==> config.mk <==
export PLATFORM = sky130hd
export DESIGN_NAME = deq_result_flat
export DESIGN_NICKNAME = d
export VERILOG_FILES = /design/src/design/assert_macros.svh /design/src/design/deq_pkg.sv /design/src/design/deq_out_if.sv /design/src/design/deq_result.sv /design/src/flat_wrapper.sv
export SDC_FILE = /design/constraint.sdc
export NUM_CORES = 1
export LEC_CHECK = 0
export BUFFER_PORTS_ARGS = -buffer_cell sky130_fd_sc_hd__buf_2
export CAP_MARGIN = 20
export CORE_MARGIN = 4
export CORE_UTILIZATION = 45
export CTS_CLUSTER_SIZE = 12
export DETAILED_ROUTE_END_ITERATION = 8
export GPL_ROUTABILITY_DRIVEN = 0
export HOLD_SLACK_MARGIN = 0.1
export PLACE_DENSITY = 0.83
export SLEW_MARGIN = 20
export SYNTH_ARGS = -nofsm -noshare
export SYNTH_HDL_FRONTEND = slang
export SYNTH_SLANG_ARGS = --single-unit
==> constraint.sdc <==
create_clock -name clk -period 3.6 [get_ports clk]
set_input_delay 0.72 -clock clk [delete_from_list [all_inputs] [get_ports clk]]
set_output_delay 0.72 -clock clk [all_outputs]
set_load 0.03 [all_outputs]
==> src/design/assert_macros.svh <==
// assertion macros used by the deque top-level design file
// no dependencies; the bodies are empty when SYNTHESIS is defined
`ifndef ASSERT_MACROS_SVH
`define ASSERT_MACROS_SVH
`ifndef SYNTHESIS
// property must hold at every edge outside reset
`define DEQ_ASSERT(lbl, clk, rst_n, prop) \
	lbl: assert property (@(posedge clk) disable iff (!rst_n) prop) \
		else $error("deque assertion failed");
// expression must never be true outside reset
`define DEQ_ASSERT_NEVER(lbl, clk, rst_n, prop) \
	lbl: assert property (@(posedge clk) disable iff (!rst_n) !(prop)) \
		else $error("deque assertion failed");
`else
`define DEQ_ASSERT(lbl, clk, rst_n, prop)
`define DEQ_ASSERT_NEVER(lbl, clk, rst_n, prop)
`endif
`endif

==> src/design/deq_pkg.sv <==
// types, constants and helper functions for the double-ended queue
// no dependencies
package deq_pkg;

	localparam int CAPACITY       = 1024;
	localparam int WORD_BITS      = 32;
	localparam int PTR_BITS       = $clog2(CAPACITY);
	localparam int CNT_BITS       = $clog2(CAPACITY + 1);
	localparam int KIND_BITS      = 3;
	localparam int IN_WORD_BITS   = 32;
	localparam int OUT_WORD_BITS  = 32;
	localparam int COUNT_OUT_BITS = 11;

	typedef logic [PTR_BITS-1:0]  ptr_t;
	typedef logic [CNT_BITS-1:0]  cnt_t;
	typedef logic [WORD_BITS-1:0] word_t;

	localparam ptr_t LAST_SLOT  = PTR_BITS'(CAPACITY - 1);
	localparam cnt_t FULL_COUNT = CNT_BITS'(CAPACITY);
	localparam logic [COUNT_OUT_BITS-1:0] FULL_COUNT_OUT = COUNT_OUT_BITS'(CAPACITY);

	typedef enum logic [KIND_BITS-1:0] {
		OP_PUSH_FRONT,
		OP_PUSH_BACK,
		OP_POP_FRONT,
		OP_POP_BACK,
		OP_QUERY
	} op_t;

	typedef enum logic [1:0] {
		ST_OK,
		ST_EMPTY,
		ST_FULL
	} status_t;

	// per-item update handed from the pointer logic to the result stage
	typedef struct packed {
		status_t status;
		logic    take_front;
		logic    take_back;
		cnt_t    count;
		logic    hit_front;
		logic    hit_back;
		word_t   word;
	} deq_upd_t;

	function automatic ptr_t next_slot(input ptr_t i);
		return (i == LAST_SLOT) ? '0 : i + ptr_t'(1);
	endfunction

	function automatic ptr_t prev_slot(input ptr_t i);
		return (i == '0) ? LAST_SLOT : i - ptr_t'(1);
	endfunction

	// input word sign-extended, then cut to the stored width
	function automatic word_t word_from_in(input logic signed [IN_WORD_BITS-1:0] v);
		logic signed [63:0] ext;
		ext = 64'(v);
		return ext[WORD_BITS-1:0];
	endfunction

	// stored word sign-extended, then cut to the result width
	function automatic logic signed [OUT_WORD_BITS-1:0] word_to_out(input word_t w);
		logic signed [63:0] ext;
		ext = 64'(signed'(w));
		return ext[OUT_WORD_BITS-1:0];
	endfunction

endpackage

==> src/design/deq_out_if.sv <==
// response channel of the deque: status, popped word, count and end words
// depends on deq_pkg
interface deq_out_if;
	import deq_pkg::*;

	logic                            valid;
	logic                            ready;
	status_t                         status;
	logic signed [OUT_WORD_BITS-1:0] popped_value;
	logic [COUNT_OUT_BITS-1:0]       entry_count;
	logic                            is_empty;
	logic signed [OUT_WORD_BITS-1:0] front_value;
	logic signed [OUT_WORD_BITS-1:0] back_value;

	modport source (output valid, status, popped_value, entry_count, is_empty,
		front_value, back_value, input ready);
	modport sink (input valid, status, popped_value, entry_count, is_empty,
		front_value, back_value, output ready);
endinterface

==> src/design/deq_result.sv <==
// result stage: combines RAM read data with the decoded update, output register
// depends on deq_pkg and deq_out_if
module deq_result (
	input  logic              clk,
	input  logic              arst_n,
	input  logic              accept,
	input  deq_pkg::deq_upd_t upd,
	input  deq_pkg::word_t    rd_front,
	input  deq_pkg::word_t    rd_back,
	output logic              ready,
	deq_out_if.source         rsp
);
	import deq_pkg::*;

	logic                            s1_valid_q;
	deq_upd_t                        upd_s1;
	word_t                           cur_front_q;
	word_t                           cur_back_q;
	word_t                           front_w;
	word_t                           back_w;
	word_t                           popped_w;
	logic                            advance;
	logic                            out_valid_q;
	status_t                         status_q;
	logic signed [OUT_WORD_BITS-1:0] popped_q;
	logic [COUNT_OUT_BITS-1:0]       count_q;
	logic                            empty_q;
	logic signed [OUT_WORD_BITS-1:0] front_q;
	logic signed [OUT_WORD_BITS-1:0] back_q;

	assign advance = s1_valid_q && (!out_valid_q || rsp.ready);
	assign ready   = !s1_valid_q || advance;

	// end words after the operation, with write bypass
	always_comb begin
		if (upd_s1.count == '0) begin
			front_w = '0;
			back_w  = '0;
		end else begin
			front_w = upd_s1.hit_front ? upd_s1.word : rd_front;
			back_w  = upd_s1.hit_back ? upd_s1.word : rd_back;
		end
		// a pop removes the end word left by the previous item
		if (upd_s1.take_front) begin
			popped_w = cur_front_q;
		end else if (upd_s1.take_back) begin
			popped_w = cur_back_q;
		end else begin
			popped_w = '0;
		end
	end

	// stage one occupancy
	always_ff @(posedge clk or negedge arst_n) begin
		if (!arst_n) begin
			s1_valid_q <= 1'b0;
		end else if (accept) begin
			s1_valid_q <= 1'b1;
		end else if (advance) begin
			s1_valid_q <= 1'b0;
		end
	end

	// stage one payload
	always_ff @(posedge clk) begin
		if (accept) begin
			upd_s1 <= upd;
		end
	end

	// end words seen by the next item
	always_ff @(posedge clk) begin
		if (advance) begin
			cur_front_q <= front_w;
			cur_back_q  <= back_w;
		end
	end

	// output register valid
	always_ff @(posedge clk or negedge arst_n) begin
		if (!arst_n) begin
			out_valid_q <= 1'b0;
		end else if (advance) begin
			out_valid_q <= 1'b1;
		end else if (rsp.ready) begin
			out_valid_q <= 1'b0;
		end
	end

	// output register payload
	always_ff @(posedge clk) begin
		if (advance) begin
			status_q <= upd_s1.status;
			popped_q <= word_to_out(popped_w);
			count_q  <= COUNT_OUT_BITS'(upd_s1.count);
			empty_q  <= (upd_s1.count == '0);
			front_q  <= word_to_out(front_w);
			back_q   <= word_to_out(back_w);
		end
	end

	assign rsp.valid        = out_valid_q;
	assign rsp.status       = status_q;
	assign rsp.popped_value = popped_q;
	assign rsp.entry_count  = count_q;
	assign rsp.is_empty     = empty_q;
	assign rsp.front_value  = front_q;
	assign rsp.back_value   = back_q;
endmodule

==> src/flat_wrapper.sv <==
// flat-port wrapper written by rule: the top's interface ports become plain ports
module deq_result_flat import deq_pkg::*;
  (clk, arst_n, accept, upd, rd_front, rd_back, ready, rsp_valid, rsp_status, rsp_popped_value, rsp_entry_count, rsp_is_empty, rsp_front_value, rsp_back_value, rsp_ready);
  deq_out_if rsp_i ();
  input  logic clk;
  input  logic arst_n;
  input  logic accept;
  input  deq_pkg::deq_upd_t upd;
  input  deq_pkg::word_t rd_front;
  input  deq_pkg::word_t rd_back;
  output logic ready;
  output wire logic [$bits(rsp_i.valid)-1:0] rsp_valid;
  output wire logic [$bits(rsp_i.status)-1:0] rsp_status;
  output wire logic [$bits(rsp_i.popped_value)-1:0] rsp_popped_value;
  output wire logic [$bits(rsp_i.entry_count)-1:0] rsp_entry_count;
  output wire logic [$bits(rsp_i.is_empty)-1:0] rsp_is_empty;
  output wire logic [$bits(rsp_i.front_value)-1:0] rsp_front_value;
  output wire logic [$bits(rsp_i.back_value)-1:0] rsp_back_value;
  input wire logic [$bits(rsp_i.ready)-1:0] rsp_ready;
  assign rsp_valid = rsp_i.valid;
  assign rsp_status = rsp_i.status;
  assign rsp_popped_value = rsp_i.popped_value;
  assign rsp_entry_count = rsp_i.entry_count;
  assign rsp_is_empty = rsp_i.is_empty;
  assign rsp_front_value = rsp_i.front_value;
  assign rsp_back_value = rsp_i.back_value;
  assign rsp_i.ready = rsp_ready;
  deq_result u_core (.clk(clk), .arst_n(arst_n), .accept(accept), .upd(upd), .rd_front(rd_front), .rd_back(rd_back), .ready(ready), .rsp(rsp_i));
endmodule
Word level (Yosys, flattened, before mapping)
Cells that the tools add are included.
{ "op_classes": {"n_mux": 8, "n_reduce_logical": 8} }
{ "op_table": {"columns": ["op", "count"], "rows": [
  ["2-to-1 mux 32 bit", 4],
  ["zero test 11 bit", 1],
  ["2-to-1 mux 1 bit", 4],
  ["nonzero test 2 bit", 2],
  ["zero test 1 bit", 2],
  ["logical OR 1 bit", 2],
  ["logical AND 1 bit", 1]
]} }
{ "word_totals": {"word_cells": 31, "in_bits": 117, "register_bits": 161} }

Depth between registers and ports, before layout
{ "depth": {"word_depth": 5, "depth_mapped": 4, "mapped_depth_nobuf": 2} }

Worst setup path before layout
OpenSTA, ideal clock, no wires.
{ "synth_path": {"path_type": "input port to flip-flop", "startpoint": "input rsp_ready", "endpoint": "register u_core.cur_back_q[0], enable pin", "slack_ps": -254, "stages": 2, "arrival_ps": 3373, "cell_sequence": "nand2b_1 and2_1"} }
{ "synth_via": {"elab_chain_len": 2} }
{ "synth_rtl": {"columns": ["element", "line_no", "source"], "rows": [
  ["from (decl)", "flat_wrapper.sv:19", "input wire logic [$bits(rsp_i.ready)-1:0] rsp_ready;"],
  ["logical OR 1 bit", "deq_result.sv:31", "assign advance = s1_valid_q && (!out_valid_q || rsp.ready);"],
  ["logical AND 1 bit", "deq_result.sv:31", null],
  ["net u_core.advance", "deq_result.sv:22", "logic advance;"],
  ["to (signal assigned)", "deq_result.sv:75", "cur_back_q <= back_w;"],
  ["to (decl)", "deq_result.sv:18", "word_t cur_back_q;"]
]} }
The timed path passes the listed nets, and every way through them passes these cells.
A chain may end at the register's enable or synchronous reset.

Worst setup path in the final report
{ "layout_path": {"startpoint": "register u_core.upd_s1[33] (netlist name)", "endpoint": "register u_core.cur_front_q[27], data pin"} }
{ "layout_via": {"elab_chain_len": 1} }
{ "layout_rtl": {"columns": ["element", "line_no", "source"], "rows": [
  ["from (decl)", "deq_result.sv:16", "deq_upd_t upd_s1;"],
  ["from (signal assigned)", "deq_result.sv:67", "upd_s1 <= upd;"],
  ["2-to-1 mux 32 bit", "deq_result.sv:40", "front_w = upd_s1.hit_front ? upd_s1.word : rd_front;"],
  ["to (signal assigned)", "deq_result.sv:74", "cur_front_q <= front_w;"],
  ["to (decl)", "deq_result.sv:17", "word_t cur_front_q;"]
]} }
No other way between the ends.

==> summary.md <==
| Metric | Value |
|---|---|
| Status | `completed` |
| Pin count of the biggest net entering global routing | `66` |
| First-pass GRT wire length | `between 20000 and 25000 µm` |
| Post-DRT Antenna Nets | `0` |
| IO Port Bufs | `approximately 230` |
| Worst setup startpoint | `u_core.upd_s1[33]` |
| Cell count after synthesis | `370` |
| Synthesized area | `6440 µm²` |
| FMAX | `512 MHz` |
| Worst slew margin | `0.528` |
| WP data arrival | `2.09 ns` |
| Post-Synth Adder-Cell Area | `0` |
| Total grt overflow | `0` |
| Register area share after synthesis | `0.750` |
| Area grow syn2layout | `29.7%` |
| Min Tclk post-route | `1.95 ns` |
| Vias in the first global route | `4271` |
| # DRC | `0` |
| Area leader, netlist | `edfxtp_1` |
| CP endpoint kind | `register` |
| # H-tree levels | `4` |
| Nets | `709` |
| Hold Startpoint | `u_core.upd_s1[47]` |
| Clock skew | `0.00848 ns` |
| Vias per cell | `5.49` |
| Reg area | `just under 5000 µm²` |
| Starting Density | `0.462` |
| Peak supply drop | `approximately 0.36 mV` |
| Clock sink total | `~160` |
| Cell Rows | `43` |
| DR pass1 iterations | `5` |
| Total negative setup slack | `0 ns` |
| Post-synth cell types | `17` |
| Max clock buf depth | `2` |
| Leak | `3.45 nW` |
| Core area | `13900 µm²` |
| Top cells by area, synth | `edfxtp_1, mux2i_1, a31oi_1` |
| Die H | `about 130 µm` |
| Core Util, Final | `0.599` |
| Setup crit start kind | `register` |
| Tcrit/Tclk final | `0.542` |
| Synthesized area per cell | `17.4 µm²` |
| Initial antenna violation count | `1` |
| CTS Buf Count | `17` |
| Final wirelength | `15600 µm` |
| Total of max-cap violations | `0` |
| All-Layer GR Usage | `0.191` |
| Initial DRC Count | `334` |
| Post-CTS Setup Inserts | `0` |
| RR Startpoint | `u_core.upd_s1[33]` |
| Syn nets | `487` |
| YS warnings | `0` |
| Via count | `~4300` |
| CP Data Required Time | `between 3 and 4 ns` |
| Combinational family with the most area after synthesis | `compound AO/OA/AOI/OAI gates` |
| Crit path kind | `reg2reg` |
| Top Ports | `229` |
| Clock Latency Late Sink | `0.42 ns` |
| Filler cells | `1048` |
| Worst-path clk slew | `0.06 ns` |
| Routed wire per std cell | `19.9 µm` |
| Post-synthesis compound-gate area fraction | `0.106` |
| RSZ-0062 raised after global routing | `no` |
| Die area | `16300 µm²` |
| Slew @ Worst Pin | `0.708 ns` |
| Area of the multi-input gates | `1430 µm²` |
| CTS root buf | `clkbuf_16` |
| Chip Width | `128 µm` |
| TritonCTS clock tree | `done` |
| Synth top area share | `0.742` |
| Pwr Density | `598 nW/µm²` |
| Multiplexer area fraction after synthesis | `0.0995` |
| Max-slew violations | `0` |
| HPWL Detailed | `10700 µm` |
| Layout cell share with drive strength beyond 1 | `0.447` |
| Post-synthesis simple-gate area fraction | `0.0122` |
| Worst-path fanout max | `21` |
| Synth Area in XOR/XNOR | `0` |
| Register bit total from synthesis | `161` |
| Endpoints failing hold | `0` |
| Hold WC Path Type | `reg2reg` |
| Setup violators final | `0` |
==> per-stage QoR <==
stage,instance area [µm²],std cells,hold WS [ns],total power [W],setup slack (ns)
2_1_floorplan,6440,370,0.400,0.00286,0.962
3_3_place_gp,7710,752,0.401,0.00310,1.35
3_5_place_dp,7710,752,0.412,0.00313,1.32
4_1_cts,8340,784,0.427,0.00504,1.63
5_1_grt,8350,785,0.440,0.00518,1.50
6_report,8350,785,0.426,0.00499,1.65
==> registers in the layout, indices dropped and copies added, names as in the netlist <==
signal,count
u_core.s1_valid_q,1
u_core.rsp.status,2
u_core.rsp.entry_count,11
u_core.rsp.popped_value,32
u_core.cur_front_q,32
u_core.rsp.is_empty,1
u_core.upd_s1,49
u_core.cur_back_q,32
u_core.rsp.valid,1
==> worst max-delay path, cell delays in order (launching register included) <==
cell	delay, ns
edfxtp_1	0.80
buf_4	0.50
mux2i_1	0.29
a31oi_1	0.06
==> layout by cell type, fill, tap and decap left out <==
cell type and n:
nor2b_1 1, o21ai_0 1, buf_2 227, bufinv_16 5, dlygate4sd3_1 1, a21o_1 1
and2_4 1, clkbuf_16 17, buf_12 1, clkbuf_1 3, dfrtp_1 2, clkinv_1 1
nand2_1 3, nor4_4 2, nor3_2 1, and3_1 1, inv_6 1, clkinv_2 3
edfxtp_1 159, clkinvlp_4 1, nand2b_1 2, nor2b_2 1, a31oi_1 64, mux2i_1 64
diode_2 1, buf_4 10, a22o_1 31
==> cells in the mapped netlist <==
cell type	n
edfxtp_1	159
a31oi_1	64
mux2i_1	64
a22o_1	31
buf_2	19
buf_4	13
clkbuf_1	4
nand2_1	3
dfrtp_1	2
nand2b_1	2
nor2b_1	2
nor4_2	2
a21o_1	1
and2_1	1
and3_1	1
nor3_1	1
o21ai_0	1
==> power breakdown <==
part           leakage [nW]  switching, W  internal, W
Clock                 0.302      0.000685      0.00122
Sequential             1.56     0.0000855      0.00228
Combinational          1.58      0.000483     0.000237
Total                  3.45       0.00125      0.00374
==> what timing repair did <==
action                                 4_1_cts  5_1_grt
hold buffers                                 1        0
gates resized for setup                      0        0
endpoints found under the hold margin        2        0
setup endpoints to repair                    0        0
==> layout make-up <==
cell class	count	area share
tap	180	0.0270
sequential	161	0.578
multi-input combinational	173	0.171
clock buffer	20	0.0523
timing repair buffer	239	0.149
clock inverter	11	0.0222
antenna	1	0.000300
==> path summary, 6_finish.rpt <==
kind,endpoint,slack (ns),cells after the start
setup / recovery,u_core.cur_front_q[27],1.65,3
hold reg to reg,u_core.rsp.status[0],0.43,0
max in group asynchronous,u_core.rsp.valid,2.88,2
setup reg to reg,u_core.cur_front_q[27],1.65,3
hold / removal,u_core.rsp.status[0],0.43,0
min in group asynchronous,u_core.s1_valid_q,0.62,2
==> routing by layer <==
layer	global-route usage	wire, µm	share of wire
met2	0.308	7850	0.50
met4	0.0718	270	0.017
met3	0.0569	1250	0.080
met1	0.245	6280	0.40
met5	0	0	0
==> logic make-up after synthesis <==
family	after synthesis
mux	64
buf+inv	36
flops	161
simple gates	12
compound gates	97
Note: power is estimated with default switching activity, not from simulation.
