`src/design/assert_macros.svh`:
```
// assertion macros used by the deque top-level design file
// no dependencies; the bodies are empty when SYNTHESIS is defined
`ifndef ASSERT_MACROS_SVH
`define ASSERT_MACROS_SVH
`ifndef SYNTHESIS
// property must hold at every edge outside reset
`define DEQ_ASSERT(lbl, clk, rst_n, prop) \
	lbl: assert property (@(posedge clk) disable iff (!rst_n) prop) \
		else $error("deque assertion failed");
// expression must never be true outside reset
`define DEQ_ASSERT_NEVER(lbl, clk, rst_n, prop) \
	lbl: assert property (@(posedge clk) disable iff (!rst_n) !(prop)) \
		else $error("deque assertion failed");
`else
`define DEQ_ASSERT(lbl, clk, rst_n, prop)
`define DEQ_ASSERT_NEVER(lbl, clk, rst_n, prop)
`endif
`endif

```
`src/design/deq_pkg.sv`:
```
// types, constants and helper functions for the double-ended queue
// no dependencies
package deq_pkg;

	localparam int CAPACITY       = 1024;
	localparam int WORD_BITS      = 32;
	localparam int PTR_BITS       = $clog2(CAPACITY);
	localparam int CNT_BITS       = $clog2(CAPACITY + 1);
	localparam int KIND_BITS      = 3;
	localparam int IN_WORD_BITS   = 32;
	localparam int OUT_WORD_BITS  = 32;
	localparam int COUNT_OUT_BITS = 11;

	typedef logic [PTR_BITS-1:0]  ptr_t;
	typedef logic [CNT_BITS-1:0]  cnt_t;
	typedef logic [WORD_BITS-1:0] word_t;

	localparam ptr_t LAST_SLOT  = PTR_BITS'(CAPACITY - 1);
	localparam cnt_t FULL_COUNT = CNT_BITS'(CAPACITY);
	localparam logic [COUNT_OUT_BITS-1:0] FULL_COUNT_OUT = COUNT_OUT_BITS'(CAPACITY);

	typedef enum logic [KIND_BITS-1:0] {
		OP_PUSH_FRONT,
		OP_PUSH_BACK,
		OP_POP_FRONT,
		OP_POP_BACK,
		OP_QUERY
	} op_t;

	typedef enum logic [1:0] {
		ST_OK,
		ST_EMPTY,
		ST_FULL
	} status_t;

	// per-item update handed from the pointer logic to the result stage
	typedef struct packed {
		status_t status;
		logic    take_front;
		logic    take_back;
		cnt_t    count;
		logic    hit_front;
		logic    hit_back;
		word_t   word;
	} deq_upd_t;

	function automatic ptr_t next_slot(input ptr_t i);
		return (i == LAST_SLOT) ? '0 : i + ptr_t'(1);
	endfunction

	function automatic ptr_t prev_slot(input ptr_t i);
		return (i == '0) ? LAST_SLOT : i - ptr_t'(1);
	endfunction

	// input word sign-extended, then cut to the stored width
	function automatic word_t word_from_in(input logic signed [IN_WORD_BITS-1:0] v);
		logic signed [63:0] ext;
		ext = 64'(v);
		return ext[WORD_BITS-1:0];
	endfunction

	// stored word sign-extended, then cut to the result width
	function automatic logic signed [OUT_WORD_BITS-1:0] word_to_out(input word_t w);
		logic signed [63:0] ext;
		ext = 64'(signed'(w));
		return ext[OUT_WORD_BITS-1:0];
	endfunction

endpackage

```
`src/design/deq_ctrl.sv`:
```
// head, tail and count registers of the ring; decodes each operation
// depends on deq_pkg; drives the ring RAM and the result stage
module deq_ctrl (
	input  logic                                    clk,
	input  logic                                    arst_n,
	input  logic                                    accept,
	input  logic [deq_pkg::KIND_BITS-1:0]           kind,
	input  logic signed [deq_pkg::IN_WORD_BITS-1:0] push_value,
	output logic                                    ram_we,
	output deq_pkg::ptr_t                           ram_waddr,
	output deq_pkg::word_t                          ram_wdata,
	output deq_pkg::ptr_t                           ram_raddr_front,
	output deq_pkg::ptr_t                           ram_raddr_back,
	output deq_pkg::deq_upd_t                       upd
);
	import deq_pkg::*;

	ptr_t  head_q;
	ptr_t  tail_q;
	cnt_t  count_q;
	ptr_t  head_n;
	ptr_t  tail_n;
	cnt_t  count_n;
	ptr_t  waddr;
	logic  do_write;
	logic  is_full;
	logic  is_empty;
	word_t word;

	assign is_full  = (count_q == FULL_COUNT);
	assign is_empty = (count_q == '0);
	assign word     = word_from_in(push_value);

	// operation decode and next pointer values
	always_comb begin
		head_n         = head_q;
		tail_n         = tail_q;
		count_n        = count_q;
		waddr          = tail_q;
		do_write       = 1'b0;
		upd.status     = ST_OK;
		upd.take_front = 1'b0;
		upd.take_back  = 1'b0;
		case (op_t'(kind))
			OP_PUSH_FRONT: begin
				if (is_full) begin
					upd.status = ST_FULL;
				end else begin
					head_n   = prev_slot(head_q);
					waddr    = head_n;
					do_write = 1'b1;
					count_n  = count_q + cnt_t'(1);
				end
			end
			OP_PUSH_BACK: begin
				if (is_full) begin
					upd.status = ST_FULL;
				end else begin
					waddr    = tail_q;
					tail_n   = next_slot(tail_q);
					do_write = 1'b1;
					count_n  = count_q + cnt_t'(1);
				end
			end
			OP_POP_FRONT: begin
				if (is_empty) begin
					upd.status = ST_EMPTY;
				end else begin
					head_n         = next_slot(head_q);
					count_n        = count_q - cnt_t'(1);
					upd.take_front = 1'b1;
				end
			end
			OP_POP_BACK: begin
				if (is_empty) begin
					upd.status = ST_EMPTY;
				end else begin
					tail_n        = prev_slot(tail_q);
					count_n       = count_q - cnt_t'(1);
					upd.take_back = 1'b1;
				end
			end
			default: begin
				if (is_empty) begin
					upd.status = ST_EMPTY;
				end
			end
		endcase
		upd.count     = count_n;
		upd.hit_front = do_write && (waddr == head_n);
		upd.hit_back  = do_write && (waddr == prev_slot(tail_n));
		upd.word      = word;
	end

	// read the new end words; a same-cycle write to either is bypassed
	assign ram_raddr_front = head_n;
	assign ram_raddr_back  = prev_slot(tail_n);
	assign ram_we          = accept && do_write;
	assign ram_waddr       = waddr;
	assign ram_wdata       = word;

	// ring pointers and fill count
	always_ff @(posedge clk or negedge arst_n) begin
		if (!arst_n) begin
			head_q  <= '0;
			tail_q  <= '0;
			count_q <= '0;
		end else if (accept) begin
			head_q  <= head_n;
			tail_q  <= tail_n;
			count_q <= count_n;
		end
	end
endmodule

```
`config.mk`:
```
export PLATFORM = sky130hd
export DESIGN_NAME = deq_ctrl
export DESIGN_NICKNAME = d
export VERILOG_FILES = /design/src/design/assert_macros.svh /design/src/design/deq_pkg.sv /design/src/design/deq_ctrl.sv
export SDC_FILE = /design/constraint.sdc
export NUM_CORES = 1
export LEC_CHECK = 0
export ABC_AREA = 1
export BUFFER_PORTS_ARGS = -buffer_cell sky130_fd_sc_hd__buf_2
export CORE_MARGIN = 2
export CORE_UTILIZATION = 45
export CTS_CLUSTER_DIAMETER = 60
export DETAILED_ROUTE_END_ITERATION = 6
export GPL_TIMING_DRIVEN = 0
export PLACE_DENSITY = 0.73
export SLEW_MARGIN = 0
export SYNTH_ARGS = -nofsm -noshare
export SYNTH_HDL_FRONTEND = slang
export SYNTH_SLANG_ARGS = --single-unit
```
`constraint.sdc`:
```
create_clock -name clk -period 3 [get_ports clk]
set_clock_uncertainty 0.15 [all_clocks]
set_input_delay 0.15 -clock clk [delete_from_list [all_inputs] [get_ports clk]]
set_output_delay 0.15 -clock clk [all_outputs]
set_load 0.01 [all_outputs]
```
# --- Word-level counts from Yosys, hierarchy flattened ---
# Index checks and enable logic that the tools add are counted.
op_classes:
  n_reduce_logical: 10
  mux: 24
  addsub: 7
  eq_ne: 8
ops:
  columns: ["cell", "count"]
  rows:
  - ["two-way mux 10 bit", 11]
  - ["case mux 10 bit (2 select lines)", 2]
  - ["zero test 10 bit", 3]
  - ["subtractor 10 x 1 -> 10 bit (second input constant)", 3]
  - ["two-way mux 11 bit", 2]
  - ["case mux 11 bit (2 select lines)", 1]
  - ["adder 10 x 1 -> 10 bit (second input constant)", 2]
  - ["== test 10 bit", 2]
  - ["== test 10 bit (second input constant)", 2]
  - ["adder 11 x 1 -> 11 bit (second input constant)", 1]
  - ["== test 11 bit (second input constant)", 1]
  - ["zero test 11 bit", 1]
  - ["subtractor 11 x 1 -> 11 bit (second input constant)", 1]
  - ["== test 3 x 2 -> 1 bit (second input constant)", 2]
  - ["two-way mux 1 bit", 6]
  - ["two-way mux 2 bit", 2]
  - ["OR reduction 2 bit", 2]
  - ["== test 3 x 1 -> 1 bit (second input constant)", 1]
  - ["logical AND 1 bit", 3]
  - ["zero test 3 bit", 1]
totals:
  regBits: 31
  elab_cells: 52
  output_inout_bits: 112
  inputBits: 38

# --- Depth between registers and ports, before layout ---
# Gate-level depths: netlist of run 1.
depth:
  word_depth: 8
  mapped_depth: 21
  depth_no_buf: 20

# --- Worst setup path before layout of run 1 ---
# No wires, ideal clock.
synth_path:
  path_type: "flip-flop to output port"
  start: "register tail_q[0]"
  end: "output upd[32] (netlist name)"
  t_required_ps: 2700
  arrival_ps: 2677
  n_path_buf: 1
  path_slack_ps: 23
  stages_incl_launch_ff: 22
  cell_sequence: "dfrtp_1 > buf_4 > clkinv_1 > ha_1 > inv_1 > nor2_1 > nand3_1 > nand2_1 > nor2_1 > nor2_1 > nor2_2 > ha_1 > inv_1 > a21oi_1 > nand3_1 > nand2_1 > nand3_1 > nand2_1 > nand2_1 > nor2_1 > nand3_1 > nor2_1"
synth_rtl:
  columns: ["element", "line_no", "source"]
  rows:
  - ["start: declaration", "deq_ctrl.sv:19", "ptr_t tail_q;"]
  - ["start signal: assignment", "deq_ctrl.sv:110", "tail_q <= tail_n;"]
  - ["end: declaration", "deq_ctrl.sv:14", "output deq_pkg::deq_upd_t upd"]

==> results of run 1 <==
==> layout make-up <==
| type | count | share of cell area |
|---|---|---|
| Clock inverter | 1 | 0.000772 |
| Buffer | 88 | 0.103 |
| Multi-Input combinational cell | 559 | 0.503 |
| Inverter | 105 | 0.0622 |
| Sequential cell | 31 | 0.120 |
| Tap cell | 136 | 0.0263 |
| Timing Repair Buffer | 171 | 0.173 |
| Clock buffer | 7 | 0.0118 |
==> cell families after synthesis <==
family	after synthesis	synth area share
xor gates and xnor gates	25	0.0466
DFF	31	0.165
buffers and inverters	193	0.220
AOI/OAI and AO/OA	105	0.131
and+or+nand+nor	419	0.410
adders and majority gates	10	0.0266
==> critical path: stages (launching register included) <==
cell     delay, ns
dfrtp_1       0.38
buf_6         0.13
nor2_4        0.14
nand2_4       0.08
nor2_8        0.17
nand2_4       0.08
buf_8         0.13
o21ai_2       0.10
nor2_1        0.06
nor2_2        0.20
ha_2          0.23
nand2_4       0.06
nor2_4        0.10
nand3_4       0.11
buf_6         0.16
nand4_1       0.08
nand2_1       0.07
nor2_1        0.14
nand3_1       0.09
nor2_1        0.12
buf_2         0.14
==> sequential cells by signal (all words and copies together), names as in the netlist <==
register / cells
tail_q: 10
count_q: 11
head_q: 10
==> placed cells by master, fill, tap and decap left out, types with 8 or more instances in the layout <==
cell and n:
o22ai_1 8, nand4_1 14, buf_2 106, inv_2 18, nand2_4 12, nor2_1 69
buf_6 30, nand3_2 17, nand2_1 187, nor2_4 13, nor2_2 17, a21oi_1 9
nand3_1 62, nand2_2 11, xor2_1 23, dfrtp_1 30, clkbuf_1 8, inv_1 84
o21ai_0 46, buf_4 108
==> metal layers <==
metal,track usage,vias to the layer above
met3,0.0270,52
met5,0,-
li1,-,2806
met1,0.372,2719
met4,0.108,0
met2,0.473,311
==> stage by stage <==
| step | TNS (ns) | utilization |
|---|---|---|
| finish | -0.891 | 0.633 |
| global route | -2.43 | 0.633 |
| floorplan | 0 | - |
| detailed placement | -1.63 | 0.532 |
| CTS | -0.430 | 0.592 |
| global placement | -1.67 | 0.532 |
==> final timing paths <==
kind,end,slack [ns],from,depth (start not counted)
setup / recovery,upd[32],-0.37,count_q[2],20
hold / removal,tail_q[3],0.08,accept,3
min in group asynchronous,count_q[6],0.32,arst_n,2
setup reg to reg,head_q[9],0.17,count_q[2],20
hold reg to reg,head_q[5],0.42,head_q[5],2
max in group asynchronous,count_q[5],1.84,arst_n,2
==> power breakdown <==
part	internal [mW]	total, mW	switching (mW)	leakage, nW
clock network	0.163	0.342	0.179	0.0422
logic	1.84	4.42	2.59	2.98
registers	0.553	0.721	0.168	0.400
total	2.55	5.49	2.93	3.42
==> timing repair <==
action                                  in CTS  in global routing
hold buffers                                 1                  0
pin swaps                                   33                 40
endpoints found under the hold margin       31                  0
gates cloned                                 1                  0
endpoints found under the setup margin      15                 18
resized for setup                           69                 80
buffers inserted                            37                 18
==> results.tsv, run 1 <==
metric	value	unit
cp.arrival	3.07	ns
final.setup.worst_slack	-0.373	ns
io_pins	150	
status	finished, violations left	
die_y	106	µm
fmax	0.296	GHz
startpoint_type	flip-flop	
wl_met1	6670	µm
grt_pass1_vias	5173	
ys.flop_type	dfrtp_1	
worstSetupPathType	flip-flop to primary output	
synth.avg_cell_area	6.00	µm²
ant_nets	0	
cts_buffers	5	
violations	negative setup slack	
place_ws	-0.487	ns
top_layer_used	met4	
cp_max_fo	6	
ys_types	39	
power_density	847	nW/µm²
slew_viol_final	0	
max_slew_margin	0.480	
yosys-top-cells-count	nand2_1, inv_1, nor2_1	
synth_area	4700	µm²
worst_pin_slew	0.781	ns
synth_enable_flop_cells	0	
rows	37	
core-area	10200	µm²
grt_max_degree	32	
start_util	0.459	
drt_iter0_markers	491	
synth-seq-area-share	0.165	
finalSetupViolCount	6	
hold_viol_final	0	
holdCritPathClass	input pin to flip-flop	
insertion_delay	0.29	ns
regArea	777	µm²
portBuffers	115	
p_leak	3.42	nW
syn_nets	831	
fin_cells	1098	
fin_hold_ws	0.0781	ns
yosysMostFrequentCell	nand2_1	
routed-wl-met2	7870	µm
power.total	5.49	mW
place_area	5450	µm²
dieArea	11300	µm²
final_area	6480	µm²
cap_violations	0	
antennaDiodeCount	0	
nets	1009	
dr_total_vias	5888	
ys_async_sr_fraction	1.00	
nFillCells	951	
area_growth	37.8	%
wl	16400	µm
cts_tree	yes	
synth_top_area_share	0.165	
antenna_found_initial	0	
wl_per_cell	15.0	µm
multi_input_area	3260	µm²
grtUsageTotal	0.282	
cts.path.max_buffers	2	
drtPass1Iterations	5	
drc	0	
yosys_warnings	0	
dpl.hpwl	11700	µm
clockRootBuffer	clkbuf_8	
overflow	0	
worstSetupEndpointType	primary output	
rsz0062_at_grt	true	
cp.required	2.70	ns
grt_pass1_wl	25600	µm
placedCellCount	1034	
h-tree-depth	2	
drive_above_1_share	0.395	
yosys_register_bits	31	
min_period_over_period	1.12	
wl_met3	1300	µm
yosysTopAreaCell	dfrtp_1	
peakVddDrop	0.000421	V
syn_inst	783	
cts.sinks	31	
clk_pin_slew	0.08	ns
vias_per_cell	5.36	
yosys-top-cells-area	dfrtp_1, nand2_1, buf_4, nand3_1, inv_1	
period_needed	3.37	ns
globalplace.congestion	0.953	
die_w	106	µm
Note: power is estimated with default switching activity, not from simulation.
==> run 2: changes to the inputs <==
--- a/config.mk
+++ b/config.mk
@@ -5,9 +5,8 @@
 export SDC_FILE = /design/constraint.sdc
 export NUM_CORES = 1
 export LEC_CHECK = 0
-export ABC_AREA = 1
 export BUFFER_PORTS_ARGS = -buffer_cell sky130_fd_sc_hd__buf_2
-export CORE_MARGIN = 2
+export CORE_MARGIN = 4
 export CORE_UTILIZATION = 45
 export CTS_CLUSTER_DIAMETER = 60
 export DETAILED_ROUTE_END_ITERATION = 6
==> results.tsv, run 2 <==
metric	value	unit	change
die_w	109	µm	+2.7%
dpl.hpwl	12300	µm	+5.1%
fin_hold_ws	0.296	ns	+0.217 ns
worstSetupPathType	flip-flop to primary output		
io_pins	150		unchanged
yosys_register_bits	31		unchanged
final_cell_mix	buf_4, buf_2, nor2_1		
nets	845		-16%
period_needed	4.13	ns	+0.753 ns
worst_pin_slew	0.795	ns	+0.0142 ns
clk_pin_slew	0.08	ns	about the same
finalSetupViolCount	19		+13
synth-seq-area-share	0.169		+0.00377
drive_above_1_share	0.523		+0.128
place_area	5440	µm²	about the same
status	finished, violations left		
cap_violations	0		unchanged
yosysMostFrequentCell	buf_4		
syn_nets	657		-21%
dr_total_vias	5527		-6.1%
place_ws	-1.10	ns	-0.614 ns
rr_startpoint	count_q[9]		
cp-endpoint	upd[32]		
rrSetupSlack	0.09	ns	-0.08 ns
synth_enable_flop_cells	0		unchanged
hold_viol_final	0		unchanged
grt_pass1_wl	26200	µm	+2.5%
antennaDiodeCount	0		unchanged
r2r_cells	11		-45%
dieArea	11900	µm²	+5.4%
grt_max_degree	32		unchanged
cts_buffers	5		unchanged
yosys_warnings	0		unchanged
final_common_cell	buf_4		
max_slew_margin	0.470		-0.00947
synth_area	4600	µm²	-2.2%
ys_async_sr_fraction	1.00		unchanged
drt_iter0_markers	397		-19%
cp_max_fo	10		+4
synth_top_area_share	0.169		+0.00377
cp.required	2.70	ns	about the same
r2r-end	head_q[5]		
wl	17600	µm	+7.3%
syn_inst	609		-22%
core-area	9860	µm²	-3.6%
p_leak	2.91	nW	-15%
holdCritPathClass	input pin to flip-flop		
power_density	562	nW/µm²	-34%
yosys-top-cells-area	dfrtp_1, buf_4, nor2_1, xnor2_1, a21oi_1		
ant_nets	0		unchanged
cp-startpoint	count_q[9]		
cts.path.max_buffers	2		unchanged
worstSetupEndpointType	primary output		
cts.sinks	31		unchanged
vias_per_cell	5.94		+11%
final.setup.worst_slack	-1.13	ns	-0.753 ns
top_regs	count_q: 11 flops, head_q: 10 flops, tail_q: 10 flops		
fmax	0.242	GHz	-18%
violations	negative setup slack		
drc	0		unchanged
insertion_delay	0.30	ns	about the same
wl_per_cell	18.9	µm	+27%
largest_reg_flops	11		unchanged
peakVddDrop	0.000368	V	-12%
h-tree-depth	2		unchanged
portBuffers	116		+0.87%
final_area	6720	µm²	+3.7%
min_period_over_period	1.38		+0.251
rows	36		-2.7%
grt_pass1_vias	5295		+2.4%
overflow	0		unchanged
clockRootBuffer	clkbuf_8		
synth.avg_cell_area	7.55	µm²	+26%
area_growth	46.2	%	
grtUsageTotal	0.279		-0.00232
slew_viol_final	0		unchanged
die_y	109	µm	+2.7%
yosys-top-cells-count	buf_4, nor2_1, nand2_1		
globalplace.congestion	0.962		+0.92%
cts_tree	yes		
yosysTopAreaCell	dfrtp_1		
ys_types	85		+120%
startpoint_type	flip-flop		
drtPass1Iterations	5		unchanged
cp.arrival	3.83	ns	+0.76 ns
top_register	count_q		
antenna_found_initial	0		unchanged
start_util	0.466		+0.00642
ys.flop_type	dfrtp_1		
rsz0062_at_grt	true		
==> run 2: what timing repair did <==
| action | in CTS | in global routing |
|---|---|---|
| setup endpoints to repair | 29 | 27 |
| pin swaps | 25 | 39 |
| setup buffers | 45 | 27 |
| hold buffers | 1 | 0 |
| hold endpoints to repair | 31 | 0 |
| resized for setup | 78 | 91 |
==> run 2: how the worst min path moves through the flow <==
stage	endpoint	cells past startpoint	startpoint
after global placement	count_q[0]	1	arst_n
after detailed placement	count_q[0]	1	arst_n
final	head_q[2]	2	accept
after floorplan	count_q[0]	0	arst_n
after CTS	head_q[2]	2	accept
after global routing	head_q[2]	2	accept
==> run 2: final cells by class <==
type,count,area [µm²]
plain buffers,105,792
well taps,133,166
inverters,24,98.8
multi-input cells,443,3550
fillers,798,3140
flip-flops and latches,31,781
repair buffers,187,1230
clock buffers,8,100
==> run 2: logic make-up (layout without fill, tap and decap cells) <==
family,Yosys count,after routing,synth area share
AO/OA/AOI/OAI,147,147,0.216
XOR/XNOR,39,39,0.0776
adder cells (fa/ha/maj),10,10,0.0272
buffers and inverters,135,324,0.186
flip-flops,31,31,0.169
multiplexers,19,19,0.0455
AND/OR/NAND/NOR,228,228,0.278
==> run 2: metal layers <==
metal,global-route usage,up-vias,wire length (µm)
met2,0.471,349,8750
met4,0.149,0,693
met5,0,-,0
li1,-,2513,-
met3,0.0444,68,1680
met1,0.340,2597,6510
==> run 2: power breakdown <==
| group | internal [mW] | total [mW] | switching, mW |
|---|---|---|---|
| Combinational | 1.22 | 2.62 | 1.40 |
| Sequential | 0.556 | 0.779 | 0.224 |
| Clock | 0.209 | 0.381 | 0.171 |
| Total | 1.98 | 3.78 | 1.80 |
==> run 2: critical path: stages (launching register included) <==
cell and delay (ns):
dfrtp_1 0.48, nor3_1 0.46, nand3_4 0.17, buf_8 0.20
o2bb2ai_2 0.14, o211ai_1 0.18, or4b_4 0.62, nor4_4 0.47
a21o_1 0.23, xnor2_2 0.14, o2111ai_2 0.15, nor4_2 0.14
buf_2 0.17
==> run 2: metrics by stage <==
stage	cells	power, mW	utilization	setup TNS [ns]
6_report	931	3.78	0.681	-8.28
5_1_grt	931	4.00	0.681	-10.26
4_1_cts	907	3.50	0.627	-6.70
3_5_place_dp	858	2.77	0.552	-5.98
3_3_place_gp	858	2.73	0.552	-5.79
2_1_floorplan	609	2.17	-	-0.482
==> run 3: changes to the inputs <==
--- a/config.mk
+++ b/config.mk
@@ -5,6 +5,7 @@
 export SDC_FILE = /design/constraint.sdc
 export NUM_CORES = 1
 export LEC_CHECK = 0
+export ABC_CLOCK_PERIOD_IN_PS = 3000
 export BUFFER_PORTS_ARGS = -buffer_cell sky130_fd_sc_hd__buf_2
 export CORE_MARGIN = 4
 export CORE_UTILIZATION = 45
@@ -16,3 +17,4 @@
 export SYNTH_ARGS = -nofsm -noshare
 export SYNTH_HDL_FRONTEND = slang
 export SYNTH_SLANG_ARGS = --single-unit
+export TNS_END_PERCENT = 20
==> results.tsv, run 3 (same netlist as run 2, synthesis figures left out) <==
metric	value	unit	change
status	finished, violations left		
violations	negative setup slack		
final.setup.worst_slack	-1.12	ns	+0.00982 ns
cts_tree	yes		
insertion_delay	0.29	ns	about the same
worstSetupPathType	flip-flop to primary output		
grt_pass1_vias	5055		-4.5%
drtPass1Iterations	6		+1
min_period_over_period	1.37		-0.00327
die_y	109	µm	unchanged
slew_viol_final	0		unchanged
rsz0062_at_grt	true		
clockRootBuffer	clkbuf_8		
finalSetupViolCount	22		+3
wl	17300	µm	-2.0%
grt_pass1_wl	25500	µm	-2.9%
peakVddDrop	0.000413	V	+12%
grt_max_degree	32		unchanged
drt_iter0_markers	404		+1.8%
clk_pin_slew	0.06	ns	-0.02 ns
drc	0		unchanged
hold_viol_final	0		unchanged
power_density	574	nW/µm²	+2.0%
nFillCells	822		+3.0%
wl_per_cell	18.6	µm	-1.7%
place_area	5440	µm²	about the same
worst_pin_slew	0.762	ns	-0.0325 ns
drive_above_1_share	0.496		-0.0270
cp.required	2.70	ns	about the same
cts_buffers	5		unchanged
vias_per_cell	5.98		+0.78%
startpoint_type	flip-flop		
dieArea	11900	µm²	unchanged
h-tree-depth	2		unchanged
rows	36		unchanged
worstSetupEndpointType	primary output		
multi_input_area	3450	µm²	-2.7%
antenna_found_initial	0		unchanged
globalplace.congestion	1.03		+7.0%
cts.sinks	31		unchanged
fmax	0.243	GHz	+0.24%
top_regs	count_q: 11 flops, head_q: 10 flops, tail_q: 10 flops		
area_growth	41.8	%	
nets	844		-0.12%
power.total	3.74	mW	-1.1%
fin_hold_ws	0.307	ns	+0.0113 ns
start_util	0.466		unchanged
regArea	778	µm²	-0.32%
largest_reg_flops	11		unchanged
die_w	109	µm	unchanged
holdCritPathClass	input pin to flip-flop		
p_leak	2.84	nW	-2.2%
dr_total_vias	5552		+0.45%
core-area	9860	µm²	unchanged
final_area	6520	µm²	-3.1%
cp_max_fo	6		-4
final_common_cell	buf_4		
portBuffers	116		unchanged
cp.arrival	3.82	ns	about the same
max_slew_margin	0.492		+0.0217
top_register	count_q		
overflow	0		unchanged
io_pins	150		unchanged
cap_violations	0		unchanged
grtUsageTotal	0.269		-0.0103
cts.path.max_buffers	2		unchanged
dpl.hpwl	12200	µm	-0.62%
final_cell_mix	buf_4, buf_2, nor2_1		
period_needed	4.12	ns	-0.00982 ns
ant_nets	0		unchanged
antennaDiodeCount	0		unchanged
## run 3: through the flow
stage                     TNS, ns   util  std cells  setup slack [ns]
after floorplan            -0.516      -        609            -0.482
after global placement      -5.75  0.551        858             -1.11
after detailed placement    -5.88  0.551        858             -1.12
after CTS                   -7.35  0.603        896             -1.00
after global routing       -12.68  0.660        928             -1.25
final                       -9.48  0.660        928             -1.12
## run 3: layout make-up
| cell class | count | area share |
|---|---|---|
| plain buffers | 109 | 0.120 |
| repair buffers | 182 | 0.178 |
| flip-flops and latches | 31 | 0.119 |
| clock buffers | 6 | 0.0111 |
| well taps | 133 | 0.0255 |
| multi-input cells | 443 | 0.530 |
| inverters | 24 | 0.0152 |
## run 3: repair_timing
item / CTS / global route
hold endpoints to repair: 31 / 0
hold buffers: 1 / 0
gates cloned: 0 / 0
gates resized for setup: 43 / 77
pin swaps: 16 / 24
setup buffers: 32 / 33
endpoints found under the setup margin: 28 / 33
## run 3: power by group
| group | total [mW] | leakage, nW | internal, mW | switching [mW] |
|---|---|---|---|---|
| sequential | 0.740 | 0.358 | 0.554 | 0.186 |
| combinational | 2.68 | 2.45 | 1.26 | 1.42 |
| clock | 0.313 | 0.0371 | 0.155 | 0.158 |
| total | 3.74 | 2.84 | 1.97 | 1.77 |
## run 3: path summary, 6_finish.rpt
kind                       cells after the start       start  slack (ns)    endpoint
max in group asynchronous                      2      arst_n        1.85  count_q[1]
max reg2reg                                   17  count_q[1]       -0.05   head_q[2]
min reg2reg                                    2  count_q[0]        0.46  count_q[0]
min in group asynchronous                      2      arst_n        0.32  count_q[3]
min                                            2      accept        0.31   head_q[2]
max                                           16  count_q[1]       -1.12     upd[32]
## run 3: worst max-delay path, stage by stage, from the launching register on
cell,delay (ns)
dfrtp_2,0.43
inv_4,0.07
ha_4,0.13
nor3b_4,0.30
buf_4,0.18
nand3_4,0.11
a32o_2,0.29
a31oi_4,0.17
or4b_4,0.54
buf_6,0.15
nor4_4,0.23
buf_4,0.18
a21o_1,0.15
xnor2_1,0.14
o2111ai_2,0.14
nor4_2,0.14
buf_2,0.17
## run 3: routing by layer
layer | global-route usage | part of all wire | vias up | wire (µm)
met2 | 0.456 | 0.49 | 327 | 8420
met3 | 0.0373 | 0.083 | 56 | 1440
li1 | - | - | 2510 | -
met5 | 0 | 0 | - | 0
met1 | 0.337 | 0.39 | 2659 | 6790
met4 | 0.123 | 0.036 | 0 | 630
